## src/rtl/slm_pkg.sv

```systemverilog
// ----------------------------------------------------------------------------
// slm_pkg
// Shared types and constants for the sorted list merge block.
// ----------------------------------------------------------------------------
`default_nettype none

package slm_pkg;

    localparam int DEFAULT_LIST_DEPTH = 16;
    localparam int DATA_W             = 32;

    typedef enum logic [1:0] {
        KIND_FIRST  = 2'd0,
        KIND_SECOND = 2'd1,
        KIND_START  = 2'd2
    } kind_t;

    typedef enum logic [1:0] {
        ST_OK       = 2'd0,
        ST_UNSORTED = 2'd1,
        ST_EMPTY    = 2'd2,
        ST_OVERFLOW = 2'd3
    } status_t;

    typedef struct packed {
        logic    go;
        status_t code;
    } start_t;

endpackage

`default_nettype wire

```

## src/rtl/slm_ram.sv

```systemverilog
// ----------------------------------------------------------------------------
// slm_ram
// Generic single-write, single-read RAM with registered read data.
// ----------------------------------------------------------------------------
`default_nettype none

module slm_ram #(
    parameter int WIDTH = 32,
    parameter int DEPTH = 16
) (
    input  wire logic                                     clk,
    input  wire logic                                     we,
    input  wire logic [((DEPTH > 1) ? $clog2(DEPTH) : 1)-1:0] waddr,
    input  wire logic [WIDTH-1:0]                         wdata,
    input  wire logic [((DEPTH > 1) ? $clog2(DEPTH) : 1)-1:0] raddr,
    output logic      [WIDTH-1:0]                         rdata
);

    logic [WIDTH-1:0] mem [DEPTH];
    logic [WIDTH-1:0] rdata_reg;

    always_ff @(posedge clk)
    begin
        if (we)
        begin
            mem[waddr] <= wdata;
        end
        rdata_reg <= mem[raddr];
    end

    assign rdata = rdata_reg;

endmodule

`default_nettype wire

```

## src/rtl/slm_merge.sv

```systemverilog
// ----------------------------------------------------------------------------
// slm_merge
// Merge sequencer: walks both list memories, emits one beat per cycle, unless
// the output stalls, into an output register, or a single error beat.
// ----------------------------------------------------------------------------
`default_nettype none

module slm_merge #(
    parameter int LIST_DEPTH = slm_pkg::DEFAULT_LIST_DEPTH
) (
    input  wire logic                                     clk,
    input  wire logic                                     rst_n,
    input  wire slm_pkg::start_t                          start,
    input  wire logic [$clog2(LIST_DEPTH+1)-1:0]          cnt_a,
    input  wire logic [$clog2(LIST_DEPTH+1)-1:0]          cnt_b,
    output logic                                          busy,
    output logic [((LIST_DEPTH > 1) ? $clog2(LIST_DEPTH) : 1)-1:0] raddr_a,
    output logic [((LIST_DEPTH > 1) ? $clog2(LIST_DEPTH) : 1)-1:0] raddr_b,
    input  wire logic [slm_pkg::DATA_W-1:0]               rdata_a,
    input  wire logic [slm_pkg::DATA_W-1:0]               rdata_b,
    output logic                                          out_valid,
    input  wire logic                                     out_ready,
    output logic [slm_pkg::DATA_W-1:0]                    out_value,
    output logic                                          out_last,
    output logic [1:0]                                    out_status
);

    localparam int CW = $clog2(LIST_DEPTH + 1);
    localparam int AW = (LIST_DEPTH > 1) ? $clog2(LIST_DEPTH) : 1;

    typedef enum logic [3:0] {
        S_IDLE  = 4'b0001,
        S_PRIME = 4'b0010,
        S_RUN   = 4'b0100,
        S_ERR   = 4'b1000
    } state_t;

    state_t                     state_reg, state_next;
    logic [CW-1:0]              i_reg, i_next;
    logic [CW-1:0]              j_reg, j_next;
    logic [CW-1:0]              cnt_a_reg, cnt_b_reg;
    slm_pkg::status_t           code_reg;

    logic                       out_valid_reg, out_valid_next;
    logic [slm_pkg::DATA_W-1:0] value_reg, value_next;
    logic                       last_reg, last_next;
    slm_pkg::status_t           status_reg, status_next;
    logic                       out_load;

    logic                       slot_free;
    logic                       a_done, b_done;
    logic                       pick_a;

    assign slot_free = !out_valid_reg || out_ready;
    assign a_done    = (i_reg == cnt_a_reg);
    assign b_done    = (j_reg == cnt_b_reg);
    assign pick_a    = b_done || (!a_done && ($signed(rdata_a) <= $signed(rdata_b)));

    always_comb
    begin
        state_next  = state_reg;
        i_next      = i_reg;
        j_next      = j_reg;
        out_load    = 1'b0;
        value_next  = value_reg;
        last_next   = last_reg;
        status_next = status_reg;
        unique case (state_reg)
            S_IDLE:
            begin
                if (start.go)
                begin
                    i_next = '0;
                    j_next = '0;
                    if (start.code == slm_pkg::ST_EMPTY || start.code == slm_pkg::ST_UNSORTED)
                    begin
                        state_next = S_ERR;
                    end
                    else
                    begin
                        state_next = S_PRIME;
                    end
                end
            end
            S_PRIME:
            begin
                state_next = S_RUN;
            end
            S_RUN:
            begin
                if (slot_free)
                begin
                    out_load    = 1'b1;
                    status_next = code_reg;
                    if (pick_a)
                    begin
                        i_next     = i_reg + CW'(1);
                        value_next = rdata_a;
                        last_next  = (i_next == cnt_a_reg) && b_done;
                    end
                    else
                    begin
                        j_next     = j_reg + CW'(1);
                        value_next = rdata_b;
                        last_next  = a_done && (j_next == cnt_b_reg);
                    end
                    if (last_next)
                    begin
                        state_next = S_IDLE;
                    end
                end
            end
            S_ERR:
            begin
                if (slot_free)
                begin
                    out_load    = 1'b1;
                    value_next  = '0;
                    last_next   = 1'b1;
                    status_next = code_reg;
                    state_next  = S_IDLE;
                end
            end
            default:
            begin
                state_next = S_IDLE;
            end
        endcase
    end

    assign out_valid_next = out_load || (out_valid_reg && !out_ready);

    always_ff @(posedge clk or negedge rst_n)
    begin
        if (!rst_n)
        begin
            state_reg     <= S_IDLE;
            out_valid_reg <= 1'b0;
            i_reg         <= '0;
            j_reg         <= '0;
        end
        else
        begin
            state_reg     <= state_next;
            out_valid_reg <= out_valid_next;
            i_reg         <= i_next;
            j_reg         <= j_next;
        end
    end

    always_ff @(posedge clk)
    begin
        if (state_reg == S_IDLE && start.go)
        begin
            cnt_a_reg <= cnt_a;
            cnt_b_reg <= cnt_b;
            code_reg  <= start.code;
        end
        if (out_load)
        begin
            value_reg  <= value_next;
            last_reg   <= last_next;
            status_reg <= status_next;
        end
    end

    // next indexes drive the read ports so read data tracks the list heads
    assign raddr_a    = i_next[AW-1:0];
    assign raddr_b    = j_next[AW-1:0];

    assign busy       = (state_reg != S_IDLE);
    assign out_valid  = out_valid_reg;
    assign out_value  = value_reg;
    assign out_last   = last_reg;
    assign out_status = status_reg;

endmodule

`default_nettype wire

```

## src/rtl/sorted_list_merge.sv

```systemverilog
// ----------------------------------------------------------------------------
// sorted_list_merge
// Loads two lists of signed 32-bit values and merges them in ascending order.
//
// Input channel (in_valid/in_ready, kind, value): kind 0 appends value to
// list one, kind 1 to list two, kind 2 starts a merge, kind 3 is ignored.
// Loads into a full list are dropped and reported as overflow status on the
// next merge, unless that merge gives an error beat.
// A start passes through a memory prefetch state, then emits one beat per
// cycle on the output channel (out_valid/out_ready, value_res, last,
// status): N1+N2 beats in order, list one first on ties, last on the final
// beat. An empty or unsorted list gives one error beat instead. The input is
// held off (in_ready low) until the final beat enters the output register.
// An output stall freezes the merge; the output register holds the beat.
// Reset empties both lists and drops any pending beat. Every start clears
// both lists.
// ----------------------------------------------------------------------------
`default_nettype none

module sorted_list_merge #(
    parameter int LIST_DEPTH = slm_pkg::DEFAULT_LIST_DEPTH
) (
    input  wire logic                 clk,
    input  wire logic                 rst_n,
    input  wire logic                 in_valid,
    output logic                      in_ready,
    input  wire logic [1:0]           kind,
    input  wire logic signed [31:0]   value,
    output logic                      out_valid,
    input  wire logic                 out_ready,
    output logic signed [31:0]        value_res,
    output logic                      last,
    output logic [1:0]                status
);

    localparam int CW = $clog2(LIST_DEPTH + 1);
    localparam int AW = (LIST_DEPTH > 1) ? $clog2(LIST_DEPTH) : 1;

    logic [CW-1:0]        cnt_a_reg, cnt_a_next;
    logic [CW-1:0]        cnt_b_reg, cnt_b_next;
    logic                 ord_a_reg, ord_a_next;
    logic                 ord_b_reg, ord_b_next;
    logic signed [31:0]   prev_a_reg, prev_a_next;
    logic signed [31:0]   prev_b_reg, prev_b_next;
    logic                 ovf_reg, ovf_next;

    logic                 accept;
    logic                 busy;
    logic                 we_a, we_b;
    slm_pkg::start_t      start;
    logic [AW-1:0]        raddr_a, raddr_b;
    logic [31:0]          rdata_a, rdata_b;
    logic [31:0]          merge_value;

    assign in_ready = !busy;
    assign accept   = in_valid && in_ready;

    always_comb
    begin
        cnt_a_next  = cnt_a_reg;
        cnt_b_next  = cnt_b_reg;
        ord_a_next  = ord_a_reg;
        ord_b_next  = ord_b_reg;
        prev_a_next = prev_a_reg;
        prev_b_next = prev_b_reg;
        ovf_next    = ovf_reg;
        we_a        = 1'b0;
        we_b        = 1'b0;
        start.go    = 1'b0;
        if (cnt_a_reg == '0 || cnt_b_reg == '0)
        begin
            start.code = slm_pkg::ST_EMPTY;
        end
        else if (!ord_a_reg || !ord_b_reg)
        begin
            start.code = slm_pkg::ST_UNSORTED;
        end
        else if (ovf_reg)
        begin
            start.code = slm_pkg::ST_OVERFLOW;
        end
        else
        begin
            start.code = slm_pkg::ST_OK;
        end
        if (accept)
        begin
            unique case (kind)
                slm_pkg::KIND_FIRST:
                begin
                    if (cnt_a_reg == CW'(LIST_DEPTH))
                    begin
                        ovf_next = 1'b1;
                    end
                    else
                    begin
                        we_a        = 1'b1;
                        prev_a_next = value;
                        cnt_a_next  = cnt_a_reg + CW'(1);
                        if (cnt_a_reg != '0 && prev_a_reg > value)
                        begin
                            ord_a_next = 1'b0;
                        end
                    end
                end
                slm_pkg::KIND_SECOND:
                begin
                    if (cnt_b_reg == CW'(LIST_DEPTH))
                    begin
                        ovf_next = 1'b1;
                    end
                    else
                    begin
                        we_b        = 1'b1;
                        prev_b_next = value;
                        cnt_b_next  = cnt_b_reg + CW'(1);
                        if (cnt_b_reg != '0 && prev_b_reg > value)
                        begin
                            ord_b_next = 1'b0;
                        end
                    end
                end
                slm_pkg::KIND_START:
                begin
                    start.go    = 1'b1;
                    cnt_a_next  = '0;
                    cnt_b_next  = '0;
                    ord_a_next  = 1'b1;
                    ord_b_next  = 1'b1;
                    prev_a_next = '0;
                    prev_b_next = '0;
                    ovf_next    = 1'b0;
                end
                default:
                begin
                end
            endcase
        end
    end

    always_ff @(posedge clk or negedge rst_n)
    begin
        if (!rst_n)
        begin
            cnt_a_reg  <= '0;
            cnt_b_reg  <= '0;
            ord_a_reg  <= 1'b1;
            ord_b_reg  <= 1'b1;
            prev_a_reg <= '0;
            prev_b_reg <= '0;
            ovf_reg    <= 1'b0;
        end
        else
        begin
            cnt_a_reg  <= cnt_a_next;
            cnt_b_reg  <= cnt_b_next;
            ord_a_reg  <= ord_a_next;
            ord_b_reg  <= ord_b_next;
            prev_a_reg <= prev_a_next;
            prev_b_reg <= prev_b_next;
            ovf_reg    <= ovf_next;
        end
    end

    slm_ram #(
        .WIDTH (slm_pkg::DATA_W),
        .DEPTH (LIST_DEPTH)
    ) u_ram_a (
        .clk   (clk),
        .we    (we_a),
        .waddr (cnt_a_reg[AW-1:0]),
        .wdata (value),
        .raddr (raddr_a),
        .rdata (rdata_a)
    );

    slm_ram #(
        .WIDTH (slm_pkg::DATA_W),
        .DEPTH (LIST_DEPTH)
    ) u_ram_b (
        .clk   (clk),
        .we    (we_b),
        .waddr (cnt_b_reg[AW-1:0]),
        .wdata (value),
        .raddr (raddr_b),
        .rdata (rdata_b)
    );

    slm_merge #(
        .LIST_DEPTH (LIST_DEPTH)
    ) u_merge (
        .clk        (clk),
        .rst_n      (rst_n),
        .start      (start),
        .cnt_a      (cnt_a_reg),
        .cnt_b      (cnt_b_reg),
        .busy       (busy),
        .raddr_a    (raddr_a),
        .raddr_b    (raddr_b),
        .rdata_a    (rdata_a),
        .rdata_b    (rdata_b),
        .out_valid  (out_valid),
        .out_ready  (out_ready),
        .out_value  (merge_value),
        .out_last   (last),
        .out_status (status)
    );

    assign value_res = merge_value;

endmodule

`default_nettype wire
```

## config.mk

```make
export PLATFORM = sky130hd
export DESIGN_NAME = sorted_list_merge
export DESIGN_NICKNAME = d
export VERILOG_FILES = /design/src/rtl/slm_pkg.sv /design/src/rtl/slm_ram.sv /design/src/rtl/slm_merge.sv /design/src/rtl/sorted_list_merge.sv
export SDC_FILE = /design/constraint.sdc
export NUM_CORES = 2
export LEC_CHECK = 0
export ABC_AREA = 0
export BUFFER_PORTS_ARGS = -buffer_cell sky130_fd_sc_hd__buf_2
export CELL_PAD_IN_SITES_DETAIL_PLACEMENT = 0
export CELL_PAD_IN_SITES_GLOBAL_PLACEMENT = 1
export CORE_MARGIN = 2
export CORE_UTILIZATION = 53
export DETAILED_ROUTE_END_ITERATION = 16
export PLACE_DENSITY_LB_ADDON = 0.1
export SYNTH_ARGS = -nofsm -noshare
export SYNTH_HDL_FRONTEND = slang
export SYNTH_SLANG_ARGS = --single-unit
```

## constraint.sdc

```tcl
create_clock -name clk -period 5.55 [get_ports clk]
set_input_delay 0.2775 -clock clk [delete_from_list [all_inputs] [get_ports clk]]
set_output_delay 0.2775 -clock clk [all_outputs]
set_load 0.01 [all_outputs]
```

# After elaboration in Yosys (flattened, before gate mapping)
# Memories as Yosys holds them, arrays and structs flattened. A register that Yosys moved wholly into a read port is not among the register bits.
# Cells that the tools add are included.
# classes
eq_ne	27
n_addsub	4
order_cmp	3
muxes	58
reduce_logical	41
# op_table
cell	count
$pmux 32 s2	3
$mux 32	5
$gt 32x32->1	2
$mux 5	8
$pmux 5 s2	4
$le 32x32->1	1
$reduce_and 4->1	7
$mux 1	25
$add 5x1->5 const B	4
$eq 5x5->1	4
$mux 4	5
$pmux 4 s4	1
$ne 2x2->1 const B	7
$eq 5x5->1 const B	2
$logic_not 5->1	2
$ne 2x1->1 const B	5
$reduce_bool 5->1	2
$reduce_and 3->1	3
$logic_and 1x1->1	8
$reduce_bool 2->1	4
$logic_not 1->1	6
$logic_or 1x1->1	6
$mux 2	3
$pmux 1 s2	3
other kinds (11)	13
# totals
register_bits	139
mem_count	2
output_inout_bits	37
wordCells	154
ramBits	1024
inputBits	38
# memory_table
name	words	word_bits	read_ports	rd_ports_with_merged_regs	write_ports	line_no	rtl
u_ram_a.mem	16	32	1	1	1	slm_ram.sv:19	logic [WIDTH-1:0] mem [DEPTH];
u_ram_b.mem	16	32	1	1	1	slm_ram.sv:19	

# Logic depth before layout (Yosys ltp)
# depth
word_depth	10
depth_mapped	19
depth_no_buf	14

# Hierarchy
# A second synthesis with hierarchy kept.
# unflattened
hier_cells	2576
hier_area_um2	48415.2
# modules_own_cells
mod	cells_per_inst	seq_area_each_um2	instances	area_each_um2
slm_ram	838	16015.4	2	19835.3
sorted_list_merge	528	1929.4	1	4724.5
slm_merge	372	1788.0	1	4020.1

# Worst setup path after synthesis
# No wires, ideal clock.
# synth_timing
path_type	flip-flop to flip-flop
from	register u_merge.state_reg[2]
to	memory u_ram_b.mem[7][0] (enable)
period_less_slack_ps	4332
setup_slack_ps	1218
setup_ps	468
n_path_buf	1
arrival_time_ps	3864
stages_incl_launch_ff	7
required_ps	5082
cell_sequence	dfrtp_1 -> buf_2 -> nor4b_4 -> nand2_1 -> nor2b_1 -> nand2_1 -> nor3b_1
# synth_between
elab_chain_cells	6
# synth_rtl
item	line_no	rtl
from (decl)	slm_merge.sv:38	state_t state_reg, state_next;
from (signal assigned)	slm_merge.sv:144	state_reg <= state_next;
$ne 4x1->1	slm_merge.sv:171	assign busy = (state_reg != S_IDLE);
$logic_not 1->1	sorted_list_merge.sv:55	assign in_ready = !busy;
net in_ready	sorted_list_merge.sv:26	output logic in_ready,
$logic_and 1x1->1	sorted_list_merge.sv:56	assign accept = in_valid && in_ready;
$mux 1	sorted_list_merge.sv:86	if (accept)
$mux 1	slm_ram.sv:24	if (we)
$mux 1 (not written as such)	slm_ram.sv:26	mem[waddr] <= wdata;
to (decl)	slm_ram.sv:19	
# The timed path passes the listed nets, and every way through them passes these cells.

# Worst setup path in the final report
# layout_timing
from	register u_ram_b.rdata_reg[14] (netlist: u_ram_b.rdata[14]), read port of u_ram_b.mem
to	register u_ram_a.rdata_reg[4] (netlist: u_ram_a.rdata[4]), read port of u_ram_a.mem
# layout_between
elab_chain_cells	6
# layout_rtl
item	line_no	rtl
from (decl)	slm_ram.sv:20	logic [WIDTH-1:0] rdata_reg;
$le 32x32->1	slm_merge.sv:57	assign pick_a = b_done || (!a_done && ($signed(rdata_a) <= $signed(rdata_b)));
$logic_and 1x1->1	slm_merge.sv:57	
$logic_or 1x1->1	slm_merge.sv:57	
$mux 5	slm_merge.sv:95	if (pick_a)
$mux 5	slm_merge.sv:91	if (slot_free)
$pmux 5 s2	slm_merge.sv:68	unique case (state_reg)
to (decl)	slm_ram.sv:20	
# Every way passes these cells. The select of a mux whose other input is x is not followed.
# A chain may end at the register's enable or synchronous reset.

==> out/metrics.cfg <==
[run_status]
outcome = completed

[worst_setup_path]
r2r_cells = 16
required_ns = 6.07
slowest_delay_ns = 1.00
cp_common_cell = buf_4
arrival_ns = 5.83
rrSetupSlack_ns = 0.24
rr_startpoint = u_ram_b.rdata[14]$_DFF_P_
worst-path-buf-inv = 4
critical_path_class = reg2reg
cp_slowest_cell = o311ai_1
start_kind = flop
critical_path.cell_chain = inv_1 -> ha_1 -> nand4_1 -> nor4b_1 -> buf_4 -> nand4b_1 -> and2_1 -> a31oi_1 -> and3_4 -> and2_4 -> nor2_4 -> inv_4 -> buf_4 -> a21o_1 -> a21oi_1 -> o311ai_1
timing.critical_path.from = u_ram_b.rdata[14]$_DFF_P_
cp_top_family = simple AND/OR/NAND/NOR gates
crit_fanout = 40
crit_path_end_kind = flop
r2r-end = u_ram_a.rdata[4]$_DFF_P_

[global_routing]
globalRouteMet1Util_pct = 42.4
top_usage_layer = met2
antenna_found_initial = 5
met3_usage_pct = 5.38
met2_usage_pct = 44.5
grt_max_degree = 129
gr-usage-all-layers_pct = 29.1
grt_pass1_vias = 32300
grt_overflow = 0
grt_pass1_wl_um = 212000

[drt]
drc_errors = 0
dr.pass1.iters = 5
via_count = 33000
ant_nets = 0
routedWlPerCell_um = 28.3
drt-vias-per-instance = 6.51
dr.first_iter.drc_count = 4215
wl_um = 143000

[floorplanning]
die_x_um = 314
core-area_um2 = 95300
dieArea_um2 = 98900
die_h_um = 314
row_count = 113
initial_core_util_pct = 53.6
io_pins = 75

[sta]
fmax_mhz = 188
fin_skew_ns = 0.0235
finalMaxSlewViolations = 0
max_slew_margin_pct = 18.9
hold_viol = 0
fin_crit_ns = 5.31
min_period_over_period_pct = 95.7
totalNegativeSetupSlack_ns = 0
hold_ws_ns = 0.104
setup_viol = 0
tightest_slew_ns = 1.22
rsz0062_at_grt = false

[yosys]
ys_ff_latch = 1227
synth_top_cell_by_area = edfxtp_1
avgSynthCellArea_um2 = 13.9
synth_edf_count = 1071
netlist_area_um2 = 51100
synth_top_area_share_pct = 62.9
synth_top_cells_by_count = edfxtp_1, o21ai_0, a21oi_1
synth.distinct_cells = 67
syn_nets = 3817
yosysWarnings = 0
synth_area_leaders = edfxtp_1, dfrtp_1, o21ai_0
ys_seq_area_share_pct = 70.0
synth_cells = 3673
yosysMostFrequentCell = edfxtp_1
synthArstFlopShare_pct = 7.50
synth_ff_type = edfxtp_1

[finish]
num-fill-cells = 7324
regArea_um2 = 35700
diodes = 0
drive_gt1_share_pct = 11.3
nets = 3840
reg.largest.list = u_ram_a.mem: 512 flops, u_ram_b.mem: 512 flops
multi_input_area_um2 = 13900
area_growth_pct = 12.1

[clocking]
clkTransAtPathRegs_ns = 0.06
cts-htree-levels = 4
cts_tree = built
clk_path_buf_depth = 3
cts_buffers = 131
post-cts-setup-buffers = 0
postCtsHoldBufs = 4
clock_latency_ns = 0.74
clock-sinks = 1227
post_cts_resized = 0
cts_root_buffer = clkbuf_16

[power]
p_int_uw = 17000
clkPwrFrac_pct = 36.4
power_frac_seq_pct = 46.8
p_switching_uw = 6500
p_leak_uw = 0.0204
combPwrFrac_pct = 16.7
p_per_area_nw_per_um2 = 411
p_sw_share_pct = 27.6
vdd_drop_max_mv = 0.335

[worst_hold_path]
hold_start = kind[0]
min_path_cells = 3
min_path_type = in2reg
min_to = cnt_a_reg[1]$_DFFE_PN0P_

[placed_design]
place_hpwl_um = 81100
place.gp.congestion = 0.844
io_buffers = 74

[job]
cap_violations = 0

## layout make-up
cell class	instances	area share [%]
Tap cell	1265	2.76
Clock inverter	52	0.896
Multi-Input combinational cell	2063	24.2
Inverter	86	0.577
Sequential cell	1227	62.4
Clock buffer	190	6.49
Timing Repair Buffer	187	2.65
## logic make-up (layout without fill, tap and decap cells)
| logic type | count (synthesis) | after routing | share of synthesized area (%) |
|---|---|---|---|
| AO/OA/AOI/OAI | 1147 | 1147 | 15.2 |
| adder cells (fa/ha/maj) | 106 | 106 | 2.60 |
| flip-flops | 1227 | 1227 | 70.0 |
| XOR/XNOR | 21 | 21 | 0.360 |
| AND/OR/NAND/NOR | 693 | 693 | 6.69 |
| multiplexers | 96 | 96 | 1.88 |
| buffers and inverters | 383 | 515 | 3.28 |
## power by group through the flow
| stage | clock network, uW | registers, uW | logic (uW) |
|---|---|---|---|
| after detailed placement | 0 | 11200 | 3870 |
| after CTS | 8660 | 11000 | 3890 |
| after global routing | 9050 | 11100 | 4310 |
| final | 8560 | 11000 | 3930 |
| after global placement | 0 | 11200 | 3810 |
| after floorplan | 0 | 11000 | 2470 |
## worst register-to-register path, cell delays in order, from the launching register on
cell	delay [ns]
dfxtp_1	0.33
inv_1	0.05
ha_1	0.32
nand4_1	0.42
nor4b_1	0.46
buf_4	0.22
nand4b_1	0.16
and2_1	0.23
a31oi_1	0.17
and3_4	0.48
and2_4	0.28
nor2_4	0.05
inv_4	0.45
buf_4	0.31
a21o_1	0.12
a21oi_1	0.04
o311ai_1	1.00
## per-layer routing
| layer | routed length, um | share of wire [%] |
|---|---|---|
| met2 | 65600 | 46 |
| met1 | 61500 | 43 |
| met4 | 3660 | 2.6 |
| met5 | 0 | 0 |
| met3 | 12500 | 8.7 |
## metrics by stage
stage          instances  cell area [um^2]  power [uW]  setup slack [ns]  util, %
2_1_floorplan       3673             51100       13500              1.22        -
3_3_place_gp        4824             53000       15000             0.324     55.6
6_report            5070             57300       23500             0.238     60.1
3_5_place_dp        4824             53000       15100             0.341     55.6
5_1_grt             5070             57300       24400            0.0505     60.1
4_1_cts             5070             57300       23600             0.305     60.1
## cell usage in the layout (no fill, tap or decap), types with 19 or more instances in the layout
cell type,netlist,layout
buf_2,65,73
clkbuf_1,191,43
o311ai_1,33,33
o21ai_0,282,281
dfxtp_1,64,64
and3_1,111,101
clkbuf_16,0,136
a221o_1,64,64
edfxtp_1,1071,1071
clkinv_1,1,19
a22oi_1,64,64
nand3_1,114,114
ha_1,106,106
nor3_1,83,81
a21o_1,82,81
dfrtp_1,89,89
buf_4,14,87
nand2_1,228,227
inv_1,80,80
a21oi_1,259,257
a211oi_1,96,96
buf_12,0,23
a211o_1,97,96
mux2i_1,96,96
nor2_1,66,61
a311oi_1,129,129
nand4_1,20,20
## worst max-delay path by stage
| stage | to | slack (ns) | cells past startpoint |
|---|---|---|---|
| floorplan | u_ram_b.mem[7][0]$_DFFE_PP_ | 1.22 | 6 |
| global placement | u_ram_a.rdata[4]$_DFF_P_ | 0.32 | 16 |
| detailed placement | u_ram_a.rdata[4]$_DFF_P_ | 0.34 | 16 |
| CTS | u_ram_a.rdata[4]$_DFF_P_ | 0.31 | 16 |
| global route | u_ram_a.rdata[4]$_DFF_P_ | 0.05 | 16 |
| finish | u_ram_a.rdata[4]$_DFF_P_ | 0.24 | 16 |
No activity file was read; power rests on OpenSTA's default activity.
